==> src/rtl/hfr_pkg.sv <==
// Package for the HDLC frame receiver: framing constants, frame kinds,
// the result record and the bytewise CRC-16/X.25 update.
// No dependencies.
package hfr_pkg;

    localparam int unsigned FRAME_BYTES_DEFAULT = 256;
    localparam int unsigned LENGTH_W = 9;

    localparam logic [7:0]  FLAG_BYTE        = 8'h7E;
    localparam logic [7:0]  ESCAPE_BYTE      = 8'h7D;
    localparam logic [7:0]  ESCAPE_XOR       = 8'h20;
    localparam logic [7:0]  ERROR_ADDRESS    = 8'hEE;
    localparam logic [15:0] CRC_SEED         = 16'hFFFF;
    localparam logic [15:0] CRC_GOOD_RESIDUE = 16'hF0B8;

    localparam logic [7:0] CONTROL_ADDRESS_RESET = 8'h01;
    localparam logic [7:0] SERIAL_ADDRESS_RESET  = 8'h05;

    typedef enum logic {
        REG_CONTROL_ADDRESS = 1'b0,
        REG_SERIAL_ADDRESS  = 1'b1
    } reg_index_t;

    typedef enum logic [2:0] {
        KIND_ERROR_MARKER = 3'd0,
        KIND_ACK          = 3'd1,
        KIND_CONTROL      = 3'd2,
        KIND_CDC_IGNORED  = 3'd3,
        KIND_BAD_ADDRESS  = 3'd4,
        KIND_BAD_CRC_LEN  = 3'd5
    } frame_kind_t;

    typedef struct packed {
        frame_kind_t         frame_kind;
        logic [7:0]          address;
        logic [7:0]          control;
        logic [2:0]          ack_seq;
        logic [7:0]          command;
        logic [LENGTH_W-1:0] frame_length;
        logic [15:0]         crc_value;
    } hfr_result_t;

    function automatic logic [15:0] crc_byte(input logic [15:0] crc, input logic [7:0] b);
        logic [7:0] e;
        logic [7:0] f;
        e = crc[7:0] ^ b;
        f = e ^ {e[3:0], 4'b0000};
        return {8'h00, crc[15:8]} ^ {f, 8'h00} ^ {5'b00000, f, 3'b000}
               ^ {12'h000, f[7:4]};
    endfunction

endpackage

==> src/rtl/hfr_deframe_core.sv <==
// Deframing core: escape handling, running CRC, byte count, held header
// bytes and frame classification at the flag byte.
// Depends on hfr_pkg.
module hfr_deframe_core
    import hfr_pkg::*;
#(
    parameter int unsigned FRAME_BYTES = FRAME_BYTES_DEFAULT
)
(
    input  logic        clk,
    input  logic        rst_n,
    input  logic        step,
    input  logic [7:0]  data_byte,
    input  logic [7:0]  control_address,
    input  logic [7:0]  serial_address,
    output logic        frame_end,
    output hfr_result_t result
);

    localparam int unsigned COUNT_W = $clog2(FRAME_BYTES + 1);
    localparam logic [COUNT_W-1:0] COUNT_MAX = COUNT_W'(FRAME_BYTES);

    logic               escape_reg, escape_next;
    logic [15:0]        crc_reg, crc_next;
    logic [COUNT_W-1:0] count_reg, count_next;
    logic [7:0]         address_reg, address_next;
    logic [7:0]         control_reg, control_next;
    logic [7:0]         command_reg, command_next;

    logic               is_flag;
    logic               is_escape;
    logic [7:0]         plain_byte;
    logic [COUNT_W-1:0] slot;
    logic [7:0]         ctl;
    logic               crc_len_ok;

    assign is_flag   = (data_byte == FLAG_BYTE);
    assign is_escape = (data_byte == ESCAPE_BYTE);
    assign frame_end = is_flag && (count_reg != '0);
    assign plain_byte = escape_reg ? (data_byte ^ ESCAPE_XOR) : data_byte;

    always_comb
    begin
        escape_next  = escape_reg;
        crc_next     = crc_reg;
        count_next   = count_reg;
        address_next = address_reg;
        control_next = control_reg;
        command_next = command_reg;
        slot         = count_reg;
        if (step)
        begin
            if (is_flag)
            begin
                if (count_reg != '0)
                begin
                    crc_next   = CRC_SEED;
                    count_next = '0;
                end
            end
            else if (is_escape)
            begin
                escape_next = 1'b1;
            end
            else
            begin
                escape_next = 1'b0;
                if (count_reg >= COUNT_MAX)
                begin
                    slot     = '0;
                    crc_next = CRC_SEED;
                end
                else
                begin
                    crc_next = crc_byte(crc_reg, plain_byte);
                end
                if (slot == COUNT_W'(0))
                    address_next = plain_byte;
                else if (slot == COUNT_W'(1))
                    control_next = plain_byte;
                else if (slot == COUNT_W'(3))
                    command_next = plain_byte;
                count_next = slot + COUNT_W'(1);
            end
        end
    end

    always_ff @(posedge clk or negedge rst_n)
    begin
        if (!rst_n)
        begin
            escape_reg  <= 1'b0;
            crc_reg     <= CRC_SEED;
            count_reg   <= '0;
            address_reg <= '0;
            control_reg <= '0;
            command_reg <= '0;
        end
        else
        begin
            escape_reg  <= escape_next;
            crc_reg     <= crc_next;
            count_reg   <= count_next;
            address_reg <= address_next;
            control_reg <= control_next;
            command_reg <= command_next;
        end
    end

    assign ctl        = (count_reg >= COUNT_W'(2)) ? control_reg : 8'h00;
    assign crc_len_ok = (count_reg > COUNT_W'(3)) && (crc_reg == CRC_GOOD_RESIDUE);

    always_comb
    begin
        result.address      = address_reg;
        result.control      = ctl;
        result.command      = (count_reg >= COUNT_W'(4)) ? command_reg : 8'h00;
        result.frame_length = LENGTH_W'(count_reg);
        result.crc_value    = crc_reg;
        result.ack_seq      = 3'b000;
        if (address_reg == ERROR_ADDRESS)
            result.frame_kind = KIND_ERROR_MARKER;
        else if (!crc_len_ok)
            result.frame_kind = KIND_BAD_CRC_LEN;
        else if (!ctl[0])
        begin
            result.frame_kind = KIND_ACK;
            result.ack_seq    = ctl[7:5];
        end
        else if ((address_reg == control_address) && (count_reg > COUNT_W'(9)))
            result.frame_kind = KIND_CONTROL;
        else if (address_reg == serial_address)
            result.frame_kind = KIND_CDC_IGNORED;
        else
            result.frame_kind = KIND_BAD_ADDRESS;
    end

    a_count_bounded: assert property (@(posedge clk) disable iff (!rst_n)
        count_reg <= COUNT_MAX)
        else $error("byte count beyond frame size");

    a_flag_restarts: assert property (@(posedge clk) disable iff (!rst_n)
        step && frame_end |=> count_reg == '0 && crc_reg == CRC_SEED)
        else $error("frame state not restarted after flag");

    a_escape_arms: assert property (@(posedge clk) disable iff (!rst_n)
        step && is_escape |=> escape_reg)
        else $error("escape not armed");

    a_data_counts: assert property (@(posedge clk) disable iff (!rst_n)
        step && !is_flag && !is_escape |=> count_reg != '0 && !escape_reg)
        else $error("data byte not counted");

endmodule

==> src/rtl/hfr_result_reg.sv <==
// Output register for frame results with stream handshake.
// Depends on hfr_pkg.
module hfr_result_reg
    import hfr_pkg::*;
(
    input  logic        clk,
    input  logic        rst_n,
    input  logic        load,
    input  hfr_result_t load_data,
    output logic        free,
    output logic        out_valid,
    input  logic        out_ready,
    output hfr_result_t out_data
);

    logic        valid_reg, valid_next;
    hfr_result_t data_reg;

    assign free       = !valid_reg || out_ready;
    assign valid_next = load || (valid_reg && !out_ready);

    always_ff @(posedge clk or negedge rst_n)
    begin
        if (!rst_n)
            valid_reg <= 1'b0;
        else
            valid_reg <= valid_next;
    end

    always_ff @(posedge clk)
    begin
        if (load)
            data_reg <= load_data;
    end

    assign out_valid = valid_reg;
    assign out_data  = data_reg;

endmodule

==> src/rtl/hdlc_frame_receiver_unit.sv <==
// HDLC frame receiver top level: input register, configuration registers,
// deframing core and result register.
// Depends on hfr_pkg, hfr_deframe_core, hfr_result_reg.
//
//  Channel   Direction  Handshake                Contents
//  s_axis    in         s_tvalid / s_tready      one raw serial byte
//  m_axis    out        m_tvalid / m_tready      one frame result at each closing flag
//  cfg       in         cfg_we                   control_address, serial_address
//
//  One byte per cycle unless a closing flag waits; bytes pass through the input
//  register, and a result appears in the cycle after its flag byte is processed.
//  Reset clears all framing state and restores the register defaults.
//  A flag byte that closes a frame waits in the input register while the
//  result register is full and not taken; other bytes keep flowing.
module hdlc_frame_receiver_unit
    import hfr_pkg::*;
#(
    parameter int unsigned FRAME_BYTES = FRAME_BYTES_DEFAULT
)
(
    input  logic        clk,
    input  logic        rst_n,
    input  logic        s_tvalid,
    output logic        s_tready,
    input  logic [7:0]  s_tdata,   // [7:0] data_byte
    output logic        m_tvalid,
    input  logic        m_tready,
    output logic [55:0] m_tdata,   // [7:0] address, [15:8] control, [18:16] ack_seq,
                                   // [26:19] command, [35:27] frame_length,
                                   // [51:36] crc_value, [55:52] zero
    output logic [2:0]  m_tuser,   // [2:0] frame_kind
    input  logic        cfg_we,
    input  logic        cfg_index,
    input  logic [7:0]  cfg_data
);

    logic        in_valid_reg, in_valid_next;
    logic [7:0]  in_byte_reg;
    logic [7:0]  ctrl_addr_reg;
    logic [7:0]  serial_addr_reg;
    logic        step;
    logic        frame_end;
    logic        out_free;
    hfr_result_t core_result;
    hfr_result_t out_result;

    assign step     = in_valid_reg && (!frame_end || out_free);
    assign s_tready = !in_valid_reg || step;
    assign in_valid_next = (s_tvalid && s_tready) || (in_valid_reg && !step);

    always_ff @(posedge clk or negedge rst_n)
    begin
        if (!rst_n)
            in_valid_reg <= 1'b0;
        else
            in_valid_reg <= in_valid_next;
    end

    always_ff @(posedge clk)
    begin
        if (s_tvalid && s_tready)
            in_byte_reg <= s_tdata;
    end

    always_ff @(posedge clk or negedge rst_n)
    begin
        if (!rst_n)
        begin
            ctrl_addr_reg   <= CONTROL_ADDRESS_RESET;
            serial_addr_reg <= SERIAL_ADDRESS_RESET;
        end
        else if (cfg_we)
        begin
            unique case (reg_index_t'(cfg_index))
                REG_CONTROL_ADDRESS: ctrl_addr_reg   <= cfg_data;
                REG_SERIAL_ADDRESS:  serial_addr_reg <= cfg_data;
                default:             ctrl_addr_reg   <= ctrl_addr_reg;
            endcase
        end
    end

    hfr_deframe_core #(
        .FRAME_BYTES (FRAME_BYTES)
    ) u_core (
        .clk             (clk),
        .rst_n           (rst_n),
        .step            (step),
        .data_byte       (in_byte_reg),
        .control_address (ctrl_addr_reg),
        .serial_address  (serial_addr_reg),
        .frame_end       (frame_end),
        .result          (core_result)
    );

    hfr_result_reg u_result (
        .clk       (clk),
        .rst_n     (rst_n),
        .load      (step && frame_end),
        .load_data (core_result),
        .free      (out_free),
        .out_valid (m_tvalid),
        .out_ready (m_tready),
        .out_data  (out_result)
    );

    assign m_tuser = out_result.frame_kind;
    assign m_tdata = {4'b0000, out_result.crc_value, out_result.frame_length,
                      out_result.command, out_result.ack_seq, out_result.control,
                      out_result.address};

endmodule
==> config.mk <==
export PLATFORM = sky130hd
export DESIGN_NAME = hdlc_frame_receiver_unit
export DESIGN_NICKNAME = d
export VERILOG_FILES = /design/src/rtl/hfr_pkg.sv /design/src/rtl/hfr_deframe_core.sv /design/src/rtl/hfr_result_reg.sv /design/src/rtl/hdlc_frame_receiver_unit.sv
export SDC_FILE = /design/constraint.sdc
export NUM_CORES = 1
export LEC_CHECK = 0
export ABC_AREA = 1
export BUFFER_PORTS_ARGS = -buffer_cell sky130_fd_sc_hd__buf_2
export CORE_MARGIN = 3
export CORE_UTILIZATION = 50
export DETAILED_ROUTE_END_ITERATION = 12
export GPL_TIMING_DRIVEN = 0
export PLACE_DENSITY = 0.75
export SLEW_MARGIN = 0
export SYNTH_ARGS = -nofsm -noshare
export SYNTH_HDL_FRONTEND = slang
export SYNTH_SLANG_ARGS = --single-unit
==> constraint.sdc <==
create_clock -name clk -period 3.5 [get_ports clk]
set_input_delay 1.05 -clock clk [delete_from_list [all_inputs] [get_ports clk]]
set_output_delay 1.05 -clock clk [all_outputs]
set_load 0.02 [all_outputs]
# Word-level counts from Yosys, hierarchy flattened
# Index checks and enable logic that the tools add are counted.
# Widths: inputs -> output; s select.
[word_totals] input_bits=22 ff_bits=131 output_inout_bits=61
[op_classes] bitwise=13 mux=18 addsub=1 n_reduce_logical=29 magnitude_cmp=5 eq_ne=10
[op_table] operator="$mux 16" count=4
[op_table] operator="$mux 9" count=7
[op_table] operator="$eq 16x16->1 const B" count=1
[op_table] operator="$eq 8x7->1 const B" count=2
[op_table] operator="$eq 8x8->1" count=2
[op_table] operator="$xor 16x11->16" count=1
[op_table] operator="$xor 16x4->16" count=1
[op_table] operator="$xor 8x16->16" count=1
[op_table] operator="$xor 8x8->8" count=2
[op_table] operator="$mux 3" count=4
[op_table] operator="$add 9x1->9 const B" count=1
[op_table] operator="$eq 9x1->1 const B" count=1
[op_table] operator="$eq 9x2->1 const B" count=1
[op_table] operator="$ge 9x2->1 const B" count=1
[op_table] operator="$ge 9x3->1 const B" count=1
[op_table] operator="$ge 9x9->1 const B" count=1
[op_table] operator="$gt 9x2->1 const B" count=1
[op_table] operator="$gt 9x4->1 const B" count=1
[op_table] operator="$logic_not 9->1" count=1
[op_table] operator="$reduce_bool 9->1" count=1
[op_table] operator="$eq 8x8->1 const B" count=1
[op_table] operator="$logic_and 1x1->1" count=8
[op_table] operator="$mux 8" count=1
[op_table] operator="$not 1->1" count=8
[op_table] operator="12 further kinds" count=23

# Longest topological paths before layout
# Gate-level depths: netlist (run 1).
[depth] depth_word=10 ltp_mapped=12 ltp_nobuf=12

# By module
# A second synthesis (run 1) with hierarchy kept.
[unflattened] cells_unflattened=657 hier_area_um2=6202.2
[modules_own_cells] module="hfr_deframe_core" seq_area_each_um2=1271.2 area_each_um2=3499.6 n_inst=1 cells_per_inst=504
[modules_own_cells] module="hfr_result_reg" seq_area_each_um2=1676.6 area_each_um2=1696.6 n_inst=1 cells_per_inst=60
[modules_own_cells] module="hdlc_frame_receiver_unit" seq_area_each_um2=669.4 area_each_um2=1006.0 n_inst=1 cells_per_inst=93

# Least setup slack after synthesis (run 1)
# OpenSTA, ideal clock, no wires.
[synth_path] kind="input port to flip-flop" startpoint="input m_tready" endpoint="register u_result.data_reg (netlist bit u_result.out_data[0]) (enable)" slack_ns=0.636 arrival_time_ns=2.455 setup_ns=0.409 path_stages=6 n_path_buf=0 path_cell_list="nor2_1 nand3_2 nand2_2 inv_1 nand2_1 inv_1"
[synth_via] elab_chain_cells=4
[synth_lines] item="start: declaration" line="hdlc_frame_receiver_unit.sv:27" rtl="input logic m_tready,"
[synth_lines] item="$logic_or 1x1->1" line="hfr_result_reg.sv:19" rtl="assign free = !valid_reg || out_ready;"
[synth_lines] item="$logic_or 1x1->1" line="hdlc_frame_receiver_unit.sv:47" rtl="assign step = in_valid_reg && (!frame_end || out_free);"
[synth_lines] item="$logic_and 1x1->1" line="hdlc_frame_receiver_unit.sv:47"
[synth_lines] item="$logic_and 1x1->1" line="hdlc_frame_receiver_unit.sv:98" rtl=".load (step && frame_end),"
[synth_lines] item="via u_result.load" line="hfr_result_reg.sv:8" rtl="input logic load,"
[synth_lines] item="end signal: assignment" line="hfr_result_reg.sv:33" rtl="data_reg <= load_data;"
[synth_lines] item="end: declaration" line="hfr_result_reg.sv:17" rtl="hfr_result_t data_reg;"
# The timed path passes the listed nets, and every way through them passes these cells.
# A chain may end at the register's enable or synchronous reset.

# Worst setup path in the final report (run 1)
[layout_path] startpoint="register in_byte_reg[0]" endpoint="output s_tready"
[layout_via] elab_chain_cells=6
[layout_lines] item="start: declaration" line="hdlc_frame_receiver_unit.sv:38" rtl="logic [7:0] in_byte_reg;"
[layout_lines] item="start signal: assignment" line="hdlc_frame_receiver_unit.sv:62" rtl="in_byte_reg <= s_tdata;"
[layout_lines] item="$eq 8x7->1" line="hfr_deframe_core.sv:37" rtl="assign is_flag = (data_byte == FLAG_BYTE);"
[layout_lines] item="$logic_and 1x1->1" line="hfr_deframe_core.sv:39" rtl="assign frame_end = is_flag && (count_reg != '0);"
[layout_lines] item="$logic_not 1->1" line="hdlc_frame_receiver_unit.sv:47"
[layout_lines] item="$logic_or 1x1->1" line="hdlc_frame_receiver_unit.sv:47"
[layout_lines] item="$logic_and 1x1->1" line="hdlc_frame_receiver_unit.sv:47"
[layout_lines] item="$logic_or 1x1->1" line="hdlc_frame_receiver_unit.sv:48" rtl="assign s_tready = !in_valid_reg || step;"
[layout_lines] item="end: declaration" line="hdlc_frame_receiver_unit.sv:24" rtl="output logic s_tready,"
# Every way passes these cells.

==> results.py, run 1 <==
metrics = {
    "worst_setup_path": {
        "path_class": "reg2out",
        "slowest_stage": "edfxtp_1",
        "critPathMaxStageDelay_ns": 0.51,
        "crit_top_cell": "inv_1",
        "worstPathBufferInverterCount": 3,
        "crit_start": "in_byte_reg[0]",
        "critPathRequiredTime_ns": 2.45,
        "cp-end-kind": "output pin",
        "crit_chain": "inv_1, nand4_1, nor2_4, nand2_1, inv_1, nand3_1, buf_2",
        "r2r_start": "u_core.count_reg[5]",
        "cp_max_fo": 7,
        "critPathLaunchType": "flop",
        "path_delay_family": "simple AND/OR/NAND/NOR gates",
        "cp.arrival_ns": 2.02,
    },
    "hold_path": {
        "min_path_type": "reg2reg",
        "worstHoldStart": "u_core.crc_reg[11]",
    },
    "synthesis": {
        "synth_cell_types": 32,
        "synth_top_area_share_pct": 31.49,
        "synth_seq_cells": 131,
        "synth_area_leaders": "edfxtp_1 31%, dfrtp_1 20%, nand2_1 13%",
        "yosysWarnings": 0,
        "synthCells": 642,
        "synth-seq-area-share_pct": 60.20,
        "synth_area_sq_um": 6008,
        "yosys.area.top_type": "edfxtp_1",
        "avgSynthCellArea_sq_um": 9.359,
    },
    "pwr": {
        "p_switching_mw": 1.856,
        "p_sw_share_pct": 33.68,
        "power_frac_comb_pct": 25.4,
        "p_int_mw": 3.656,
        "p_clk_share_pct": 31.5,
        "pwr-share-seq_pct": 43.1,
        "finalPower_mw": 5.512,
        "ir_drop_v": 0.0003167,
        "leakage_nw": 3.418,
        "p_per_area_nw_per_um2": 765.7,
    },
    "clock_tree": {
        "clk_pin_slew_worst_paths_ns": 0.06,
        "post_cts_resized": 0,
        "worst_skew_pair.late_latency_ns": 0.42,
        "cts_tree": "built",
        "ctsHoldBuffers": 0,
        "clockBufferDepth": 2,
        "cts_made_buffers": 17,
        "cts_max_level": 4,
        "clock_sinks": 131,
        "clockRootBuffer": "clkbuf_16",
        "cts_setup_buffers": 0,
    },
    "die": {
        "rows": 39,
        "start_util_pct": 51.95,
        "fp.dieH_um": 115.6,
        "die_area_sq_um": 13370,
        "coreArea_sq_um": 11560,
        "fp.dieW_um": 115.6,
        "ios": 83,
    },
    "global_routing": {
        "grt_pass1_wl_um": 21290,
        "grt_use_total_pct": 20.96,
        "grt_max_degree": 69,
        "overflow": 0,
        "antenna_found_initial": 0,
        "grt_pass1_vias": 4363,
    },
    "drt": {
        "dr.first_iter.drc_count": 334,
        "wirelength_um": 13130,
        "drc_errors": 0,
        "wl_per_cell_um": 14.60,
        "vias": 4504,
        "drtAntennaViolNets": 0,
        "routed_via_density": 5.010,
        "firstDrtPassIters": 5,
    },
    "job": {
        "maxCapViolCount": 0,
    },
    "sta": {
        "fin_hold_ws_ns": 0.4819,
        "setup_ws_ns": 0.4314,
        "setup_tns_ns": 0,
        "timing.final.crit_share_pct": 87.67,
        "rsz0062_at_grt": "false",
        "skew_ns": 0.009036,
        "tightest_slew_ns": 0.8841,
        "relSlewSlack_pct": 41.06,
        "report.final.slew_viol_count": 0,
        "min_period_ns": 3.069,
        "setup_viol": 0,
        "hold_viol": 0,
        "fmax_ghz": 0.3259,
    },
    "place": {
        "placed_area_sq_um": 6611,
        "placedCellCount": 867,
        "place.detailed.hpwl_um": 9046,
        "port_buffers": 78,
        "place.gp.congestion": 0.9292,
        "preCtsSetupSlack_ns": 0.7315,
    },
    "final_layout": {
        "drive_above_1_share_pct": 22.62,
        "stdcell_count": 899,
        "largest_register_ffs": 55,
        "final_nets": 768,
        "final_util_pct": 62.25,
        "fin_area_sq_um": 7199,
        "syn_to_final_growth_pct": 19.83,
        "antenna_cells_inserted": 0,
    },
    "outcome": {
        "status": "complete, no violations",
    },
}
[power groups by stage]
stage / combinational [mW] / clock (mW) / sequential [mW]
floorplan: 1.10 / 0 / 2.29
global placement: 1.33 / 0 / 2.38
detailed placement: 1.37 / 0 / 2.40
CTS: 1.40 / 1.76 / 2.38
global route: 1.61 / 1.84 / 2.42
finish: 1.40 / 1.74 / 2.38
[cells in the mapped netlist]
cell,instances
inv_2,3
nor3_2,1
ha_1,3
nand2_2,4
a21oi_1,4
xor2_1,10
buf_2,4
dfrtp_1,49
buf_4,6
xnor2_1,14
nand3_2,4
nand3b_1,2
nand3_1,24
o21ai_0,33
clkbuf_1,4
edfxtp_1,63
dfstp_2,19
o21ai_1,11
nand3b_4,1
nand4_1,9
nand2b_1,1
nand2_1,203
nand2_4,1
nor2_2,1
inv_1,89
o21ai_2,8
nand4_2,1
buf_6,3
nor2_1,56
nor3_1,6
conb_1,1
nor2_4,4
[final timing paths]
kind,endpoint,slack (ns),cells after the start
worst max register to register,u_result.out_data[16],1.11,10
worst min-delay path,u_core.crc_reg[11],0.48,2
worst max-delay path,s_tready,0.43,7
max in group asynchronous,u_core.escape_reg,2.17,1
worst min register to register,u_core.crc_reg[11],0.48,2
min in group asynchronous,u_core.command_reg[7],0.73,1
[worst reg2reg max path, stage by stage, from the launching register on]
cell	delay [ns]
dfrtp_1	0.47
nor2_1	0.12
nand2_1	0.12
nor2_1	0.16
nand2_1	0.13
nand3_2	0.12
nand2_2	0.09
inv_1	0.06
nand2_1	0.06
inv_2	0.43
buf_12	0.28
[placed cells by master, fill, tap and decap left out, drive strengths merged]
| cell | Yosys | layout |
|---|---|---|
| edfxtp | 63 | 63 |
| nand2b | 1 | 1 |
| conb | 1 | 4 |
| inv | 92 | 92 |
| o21ai | 52 | 52 |
| dfstp | 19 | 19 |
| clkinv | 0 | 7 |
| ha | 3 | 3 |
| clkinvlp | 0 | 4 |
| nand2 | 208 | 208 |
| bufinv | 0 | 2 |
| nand3 | 28 | 28 |
| a21oi | 4 | 4 |
| buf | 13 | 92 |
| clkbuf | 4 | 23 |
| dfrtp | 49 | 49 |
| nand3b | 3 | 3 |
| nand4 | 10 | 10 |
| nor2 | 61 | 61 |
| xor2 | 10 | 10 |
| nor3 | 7 | 7 |
| xnor2 | 14 | 14 |
[cell families after synthesis]
group           Yosys count  synth area share, %
fa+ha+maj                 3               0.6248
xor+xnor                 24                3.499
simple gates            318                22.80
other cells               1              0.06241
compound gates           56                5.165
buf+inv                 109                7.642
flops                   131                60.20
[layout make-up]
| class | count | area, sq um |
|---|---|---|
| fillers | 918 | 4365 |
| inverters | 92 | 345.3 |
| multi-input cells | 405 | 1943 |
| repair buffers | 79 | 412.9 |
| plain buffers | 17 | 113.9 |
| flip-flops and latches | 131 | 3617 |
| clock inverters | 13 | 135.1 |
| well taps | 143 | 178.9 |
| clock buffers | 19 | 452.9 |
[layer usage]
| metal | vias up | global-route usage [%] | share of wire (%) |
|---|---|---|---|
| met5 | - | 0 | 0 |
| met4 | 0 | 8.430 | 1.8 |
| met3 | 19 | 5.483 | 6.5 |
| met2 | 164 | 33.99 | 49 |
| met1 | 2094 | 27.07 | 42 |
| li1 | 2227 | - | - |
No activity file was read; power rests on OpenSTA's default activity.
==> run 2, diff against run 1 <==
--- a/config.mk
+++ b/config.mk
@@ -7,6 +7,7 @@
 export LEC_CHECK = 0
 export ABC_AREA = 1
 export BUFFER_PORTS_ARGS = -buffer_cell sky130_fd_sc_hd__buf_2
+export CORE_ASPECT_RATIO = 1.1
 export CORE_MARGIN = 3
 export CORE_UTILIZATION = 50
 export DETAILED_ROUTE_END_ITERATION = 12
==> run 2 against run 1 <==
Worst hold slack got worse by 0.0028 ns. Largest cell class unchanged. Sequential cell count did not move. Sequential power barely moved. Die area barely moved. Wire length fell by 2.2%. First-iteration DRC count fell by 6.0%. Critical path depth did not move. Clock-buffer cell count rose by 4.
==> results.py, run 2 (synthesized netlist as in run 1, its figures left out) <==
metrics = {
    "global_routing": {
        "grt_pass1_vias": 4443,
        "grt_max_degree": 69,
        "antenna_found_initial": 0,
        "grt_use_total_pct": 20.33,
        "overflow": 0,
        "grt_pass1_wl_um": 21490,
    },
    "clock_tree": {
        "clock_sinks": 131,
        "ctsHoldBuffers": 0,
        "post_cts_resized": 0,
        "cts_max_level": 4,
        "cts_setup_buffers": 0,
        "worst_skew_pair.late_latency_ns": 0.42,
        "cts_tree": "built",
        "clk_pin_slew_worst_paths_ns": 0.05,
        "cts_made_buffers": 17,
        "clockBufferDepth": 2,
        "clockRootBuffer": "clkbuf_16",
    },
    "worst_setup_path": {
        "reg2reg_to": "u_result.out_data[42]",
        "r2r.worst_path.cells": 10,
        "r2r_start": "u_core.count_reg[5]",
        "critPathLaunchType": "flop",
        "cp-end-kind": "output pin",
        "cp_max_fo": 7,
        "crit_start": "in_byte_reg[0]",
        "path_class": "reg2out",
        "reg2reg_slack_ns": 1.12,
        "critPathRequiredTime_ns": 2.45,
        "cp.arrival_ns": 1.95,
    },
    "final_layout": {
        "seqCellArea_sq_um": 3617,
        "n_fill_cell": 953,
        "antenna_cells_inserted": 0,
        "final_util_pct": 62.08,
        "syn_to_final_growth_pct": 19.78,
        "drive_above_1_share_pct": 22.62,
        "final_common_cell": "nand2_1",
        "final_nets": 768,
        "largest_register_ffs": 55,
        "stdcell_count": 906,
        "fin_area_sq_um": 7197,
        "multi_input_area_sq_um": 1943,
        "layout_common_cells": "203 x nand2_1, 88 x inv_1, 81 x buf_2, 63 x edfxtp_1, 56 x nor2_1",
    },
    "job": {
        "maxCapViolCount": 0,
    },
    "drt": {
        "drtAntennaViolNets": 0,
        "firstDrtPassIters": 5,
        "dr.first_iter.drc_count": 314,
        "wl_per_cell_um": 14.18,
        "wirelength_um": 12850,
        "drc_errors": 0,
        "vias": 4476,
        "routed_via_density": 4.940,
    },
    "place": {
        "placed_area_sq_um": 6620,
        "place.detailed.hpwl_um": 9025,
        "port_buffers": 78,
        "place.gp.congestion": 0.9056,
        "placedCellCount": 874,
    },
    "hold_path": {
        "min_path_type": "reg2reg",
        "hold_depth": 2,
        "worstHoldStart": "u_core.control_reg[6]",
        "hold_end": "u_core.control_reg[6]",
    },
    "die": {
        "coreArea_sq_um": 11590,
        "start_util_pct": 51.82,
        "fp.dieH_um": 121.0,
        "ios": 83,
        "fp.dieW_um": 110.5,
        "rows": 41,
        "die_area_sq_um": 13370,
    },
    "sta": {
        "min_period_ns": 2.997,
        "fmax_ghz": 0.3336,
        "tightest_slew_ns": 0.8514,
        "hold_viol": 0,
        "setup_tns_ns": 0,
        "report.final.slew_viol_count": 0,
        "timing.final.crit_share_pct": 85.64,
        "relSlewSlack_pct": 43.24,
        "skew_ns": 0.007313,
        "setup_viol": 0,
        "rsz0062_at_grt": "false",
    },
    "pwr": {
        "leakage_nw": 3.417,
        "ir_drop_v": 0.0003344,
        "p_per_area_nw_per_um2": 758.4,
    },
    "outcome": {
        "status": "complete, no violations",
    },
}
==> run 2: where the power goes <==
part / switching, mW / internal (mW)
clock: 0.649 / 1.03
sequential: 0.328 / 2.05
combinational: 0.878 / 0.527
total: 1.85 / 3.60
==> run 2: worst max-delay path by stage <==
stage / cells past startpoint / end / slack [ns]
finish: 7 / s_tready / 0.50
global route: 7 / s_tready / 0.35
CTS: 7 / s_tready / 0.50
detailed placement: 4 / s_tready / 0.64
global placement: 7 / u_result.out_data[32] / 0.01
floorplan: 6 / u_result.out_data[0] / 0.64
==> run 2: final cells by class <==
type,count,area share [%]
sequential,131,50.26
multi-input combinational,405,27.00
clock buffer,23,7.076
timing repair buffer,79,5.737
inverter,92,4.798
tap,150,2.608
buffer,17,1.582
clock inverter,9,0.9388
==> run 2: metrics by stage <==
step | setup WS, ns | power, mW | hold slack [ns]
detailed placement | 0.6429 | 3.769 | 0.4666
floorplan | 0.6361 | 3.388 | 0.4472
global route | 0.3546 | 5.824 | 0.4944
finish | 0.5027 | 5.458 | 0.4791
CTS | 0.4997 | 5.469 | 0.4816
global placement | 0.01172 | 3.708 | 0.4641
==> run 2: critical path, stage by stage (launching register included) <==
cell      delay [ns]
edfxtp_1        0.46
inv_1           0.19
nand4_1         0.16
nor2_4          0.23
nand2_1         0.08
inv_1           0.07
nand3_1         0.14
buf_2           0.21
==> run 2: metal layers <==
| layer | routed length, um | GRT usage, % | part of all wire [%] |
|---|---|---|---|
| met2 | 6588 | 34.98 | 51 |
| met5 | 0 | 0 | 0 |
| met1 | 5323 | 24.45 | 41 |
| met3 | 697 | 5.237 | 5.4 |
| met4 | 236 | 8.391 | 1.8 |
==> run 3, diff against run 2 <==
==> constraint.sdc (replaced) <==
create_clock -name clk -period 2.9 [get_ports clk]
set_input_delay 0.87 -clock clk [delete_from_list [all_inputs] [get_ports clk]]
set_output_delay 0.87 -clock clk [all_outputs]
set_load 0.02 [all_outputs]
==> run 3 against run 2 <==
First-iteration DRC count increased by 1.6%. Clock skew is 0.00075 ns lower. Final area increased by 0.10%. Sequential power rose by 21%. Die area did not move. Clock power is 20% higher. Worst hold slack lost 0.00096 ns. Register-to-register slack got worse by 0.60 ns. Critical path depth grew 1. Cell count is 0.11% higher. Utilization is 0.065 points higher. Critical path type unchanged. Largest cell class unchanged. Highest routed layer unchanged.
==> results.py, run 3 (synthesized netlist as in run 1, its figures left out) <==
metrics = {
    "pwr": {
        "power_frac_comb_pct": 25.8,
        "ir_drop_v": 0.0004027,
        "p_sw_share_pct": 33.99,
        "p_switching_mw": 2.240,
        "finalPower_mw": 6.589,
        "p_int_mw": 4.349,
        "p_per_area_nw_per_um2": 914.5,
        "pwr-share-seq_pct": 43.5,
        "p_clk_share_pct": 30.7,
        "leakage_nw": 3.422,
    },
    "worst_setup_path": {
        "slowest_stage": "dfrtp_1",
        "cp-end-kind": "output pin",
        "path_class": "reg2out",
        "worstPathBufferInverterCount": 2,
        "critPathLaunchType": "flop",
        "crit_top_cell": "nand2_1",
        "critPathRequiredTime_ns": 2.03,
        "reg2reg_slack_ns": 0.52,
        "reg2reg_to": "u_result.out_data[42]",
        "cp.arrival_ns": 1.85,
        "path_delay_family": "simple AND/OR/NAND/NOR gates",
        "r2r_start": "u_core.count_reg[5]",
        "crit_chain": "nor2_1, nand2_1, nor2_1, nand2_1, nand2_1, inv_1, nand3_1, buf_2",
        "r2r.worst_path.cells": 10,
        "critPathMaxStageDelay_ns": 0.46,
        "cp_max_fo": 7,
    },
    "sta": {
        "setup_viol": 0,
        "hold_viol": 0,
        "tightest_slew_ns": 0.8524,
        "rsz0062_at_grt": "false",
        "setup_tns_ns": 0,
        "min_period_ns": 2.716,
        "relSlewSlack_pct": 43.17,
        "report.final.slew_viol_count": 0,
        "skew_ns": 0.006561,
        "timing.final.crit_share_pct": 93.64,
        "fmax_ghz": 0.3682,
    },
    "die": {
        "die_area_sq_um": 13370,
        "fp.dieW_um": 110.5,
        "rows": 41,
        "ios": 83,
        "coreArea_sq_um": 11590,
        "start_util_pct": 51.82,
        "fp.dieH_um": 121.0,
    },
    "job": {
        "maxCapViolCount": 0,
    },
    "clock_tree": {
        "cts_made_buffers": 17,
        "clockBufferDepth": 2,
        "cts_tree": "built",
        "clk_pin_slew_worst_paths_ns": 0.06,
        "worst_skew_pair.late_latency_ns": 0.42,
        "cts_max_level": 4,
        "clock_sinks": 131,
        "clockRootBuffer": "clkbuf_16",
    },
    "drt": {
        "route.met3.wl_um": 716,
        "drtAntennaViolNets": 0,
        "firstDrtPassIters": 5,
        "dr.first_iter.drc_count": 319,
        "wirelength_um": 12900,
        "vias": 4498,
        "wl_met1_um": 5302,
        "top_layer_used": "met4",
        "drc_errors": 0,
        "routed_via_density": 4.959,
        "dr_wl_met2_um": 6600,
        "wl_per_cell_um": 14.22,
    },
    "hold_path": {
        "hold_end": "u_core.control_reg[6]",
        "hold_depth": 2,
        "min_path_type": "reg2reg",
        "worstHoldStart": "u_core.control_reg[6]",
    },
    "global_routing": {
        "grt_pass1_wl_um": 21490,
        "grt_use_total_pct": 20.33,
        "grt_pass1_vias": 4443,
        "grt_max_degree": 69,
        "antenna_found_initial": 0,
        "overflow": 0,
    },
    "final_layout": {
        "multi_input_area_sq_um": 1943,
        "antenna_cells_inserted": 0,
        "fin_area_sq_um": 7204,
        "final_nets": 769,
        "drive_above_1_share_pct": 22.85,
        "layout_common_cells": "203 x nand2_1, 87 x inv_1, 81 x buf_2, 63 x edfxtp_1, 56 x nor2_1",
        "syn_to_final_growth_pct": 19.91,
        "seqCellArea_sq_um": 3617,
        "n_fill_cell": 952,
        "final_common_cell": "nand2_1",
        "largest_register_ffs": 55,
    },
    "place": {
        "placed_area_sq_um": 6620,
        "place.gp.congestion": 0.9056,
        "place.detailed.hpwl_um": 9025,
        "port_buffers": 78,
    },
    "outcome": {
        "status": "complete, no violations",
    },
}
-- run 3: cell count changes in the layout (fill, tap and decap cells not counted), sizes merged --
| cell | delta |
|---|---|
| buf | +1 |
-- run 3: worst reg2reg max path: stages (launching register included) --
cell and delay, ns:
dfrtp_1 0.46, nor2_1 0.12, nand2_1 0.10, nor2_1 0.16, nand2_1 0.13, nand3_2 0.12
nand2_2 0.09, inv_1 0.07, nand2_1 0.09, inv_2 0.46, buf_12 0.27
-- run 3: metal layers --
layer,track usage (%),vias to the layer above
met5,0,-
met4,8.391,0
met3,5.237,23
met2,34.98,143
met1,24.45,2102
li1,-,2230
-- run 3: layout make-up --
type / count / share of cell area [%]
multi-input cells: 405 / 26.97
repair buffers: 80 / 5.835
clock buffers: 23 / 7.068
flip-flops and latches: 131 / 50.21
clock inverters: 9 / 0.9378
plain buffers: 17 / 1.580
well taps: 150 / 2.605
inverters: 92 / 4.793
-- run 3: stage by stage --
| step | util [%] | setup WS (ns) | hold slack, ns | instances |
|---|---|---|---|---|
| floorplan | - | 0.2161 | 0.4472 | 645 |
| global placement | 56.91 | -0.4083 | 0.4641 | 873 |
| detailed placement | 57.10 | 0.4029 | 0.4666 | 874 |
| CTS | 62.08 | 0.07966 | 0.4816 | 906 |
| global route | 62.14 | 0.01659 | 0.4944 | 907 |
| finish | 62.14 | 0.1843 | 0.4782 | 907 |
-- run 3: repair_timing --
action                                  in CTS  in global routing
setup buffers                                0                  1
endpoints found under the setup margin       0                  1
gates resized for setup                      0                  1
hold buffers                                 0                  0
-- run 3: worst max path at each step --
stage          slack [ns]  cells past startpoint                    end                start
6_report             0.18                      8               s_tready  u_core.count_reg[5]
5_1_grt              0.02                      8               s_tready  u_core.count_reg[4]
4_1_cts              0.08                      7               s_tready       in_byte_reg[0]
3_5_place_dp         0.40                      4               s_tready             m_tready
3_3_place_gp        -0.41                      7  u_result.out_data[32]             m_tready
2_1_floorplan        0.22                      6   u_result.out_data[0]             m_tready
-- run 3: power by group through the flow --
stage / logic (mW) / clock network [mW] / registers [mW]
after floorplan: 1.33 / 0 / 2.76
after global placement: 1.60 / 0 / 2.87
after detailed placement: 1.65 / 0 / 2.90
after CTS: 1.69 / 2.04 / 2.87
after global routing: 1.96 / 2.14 / 2.93
final: 1.70 / 2.02 / 2.87
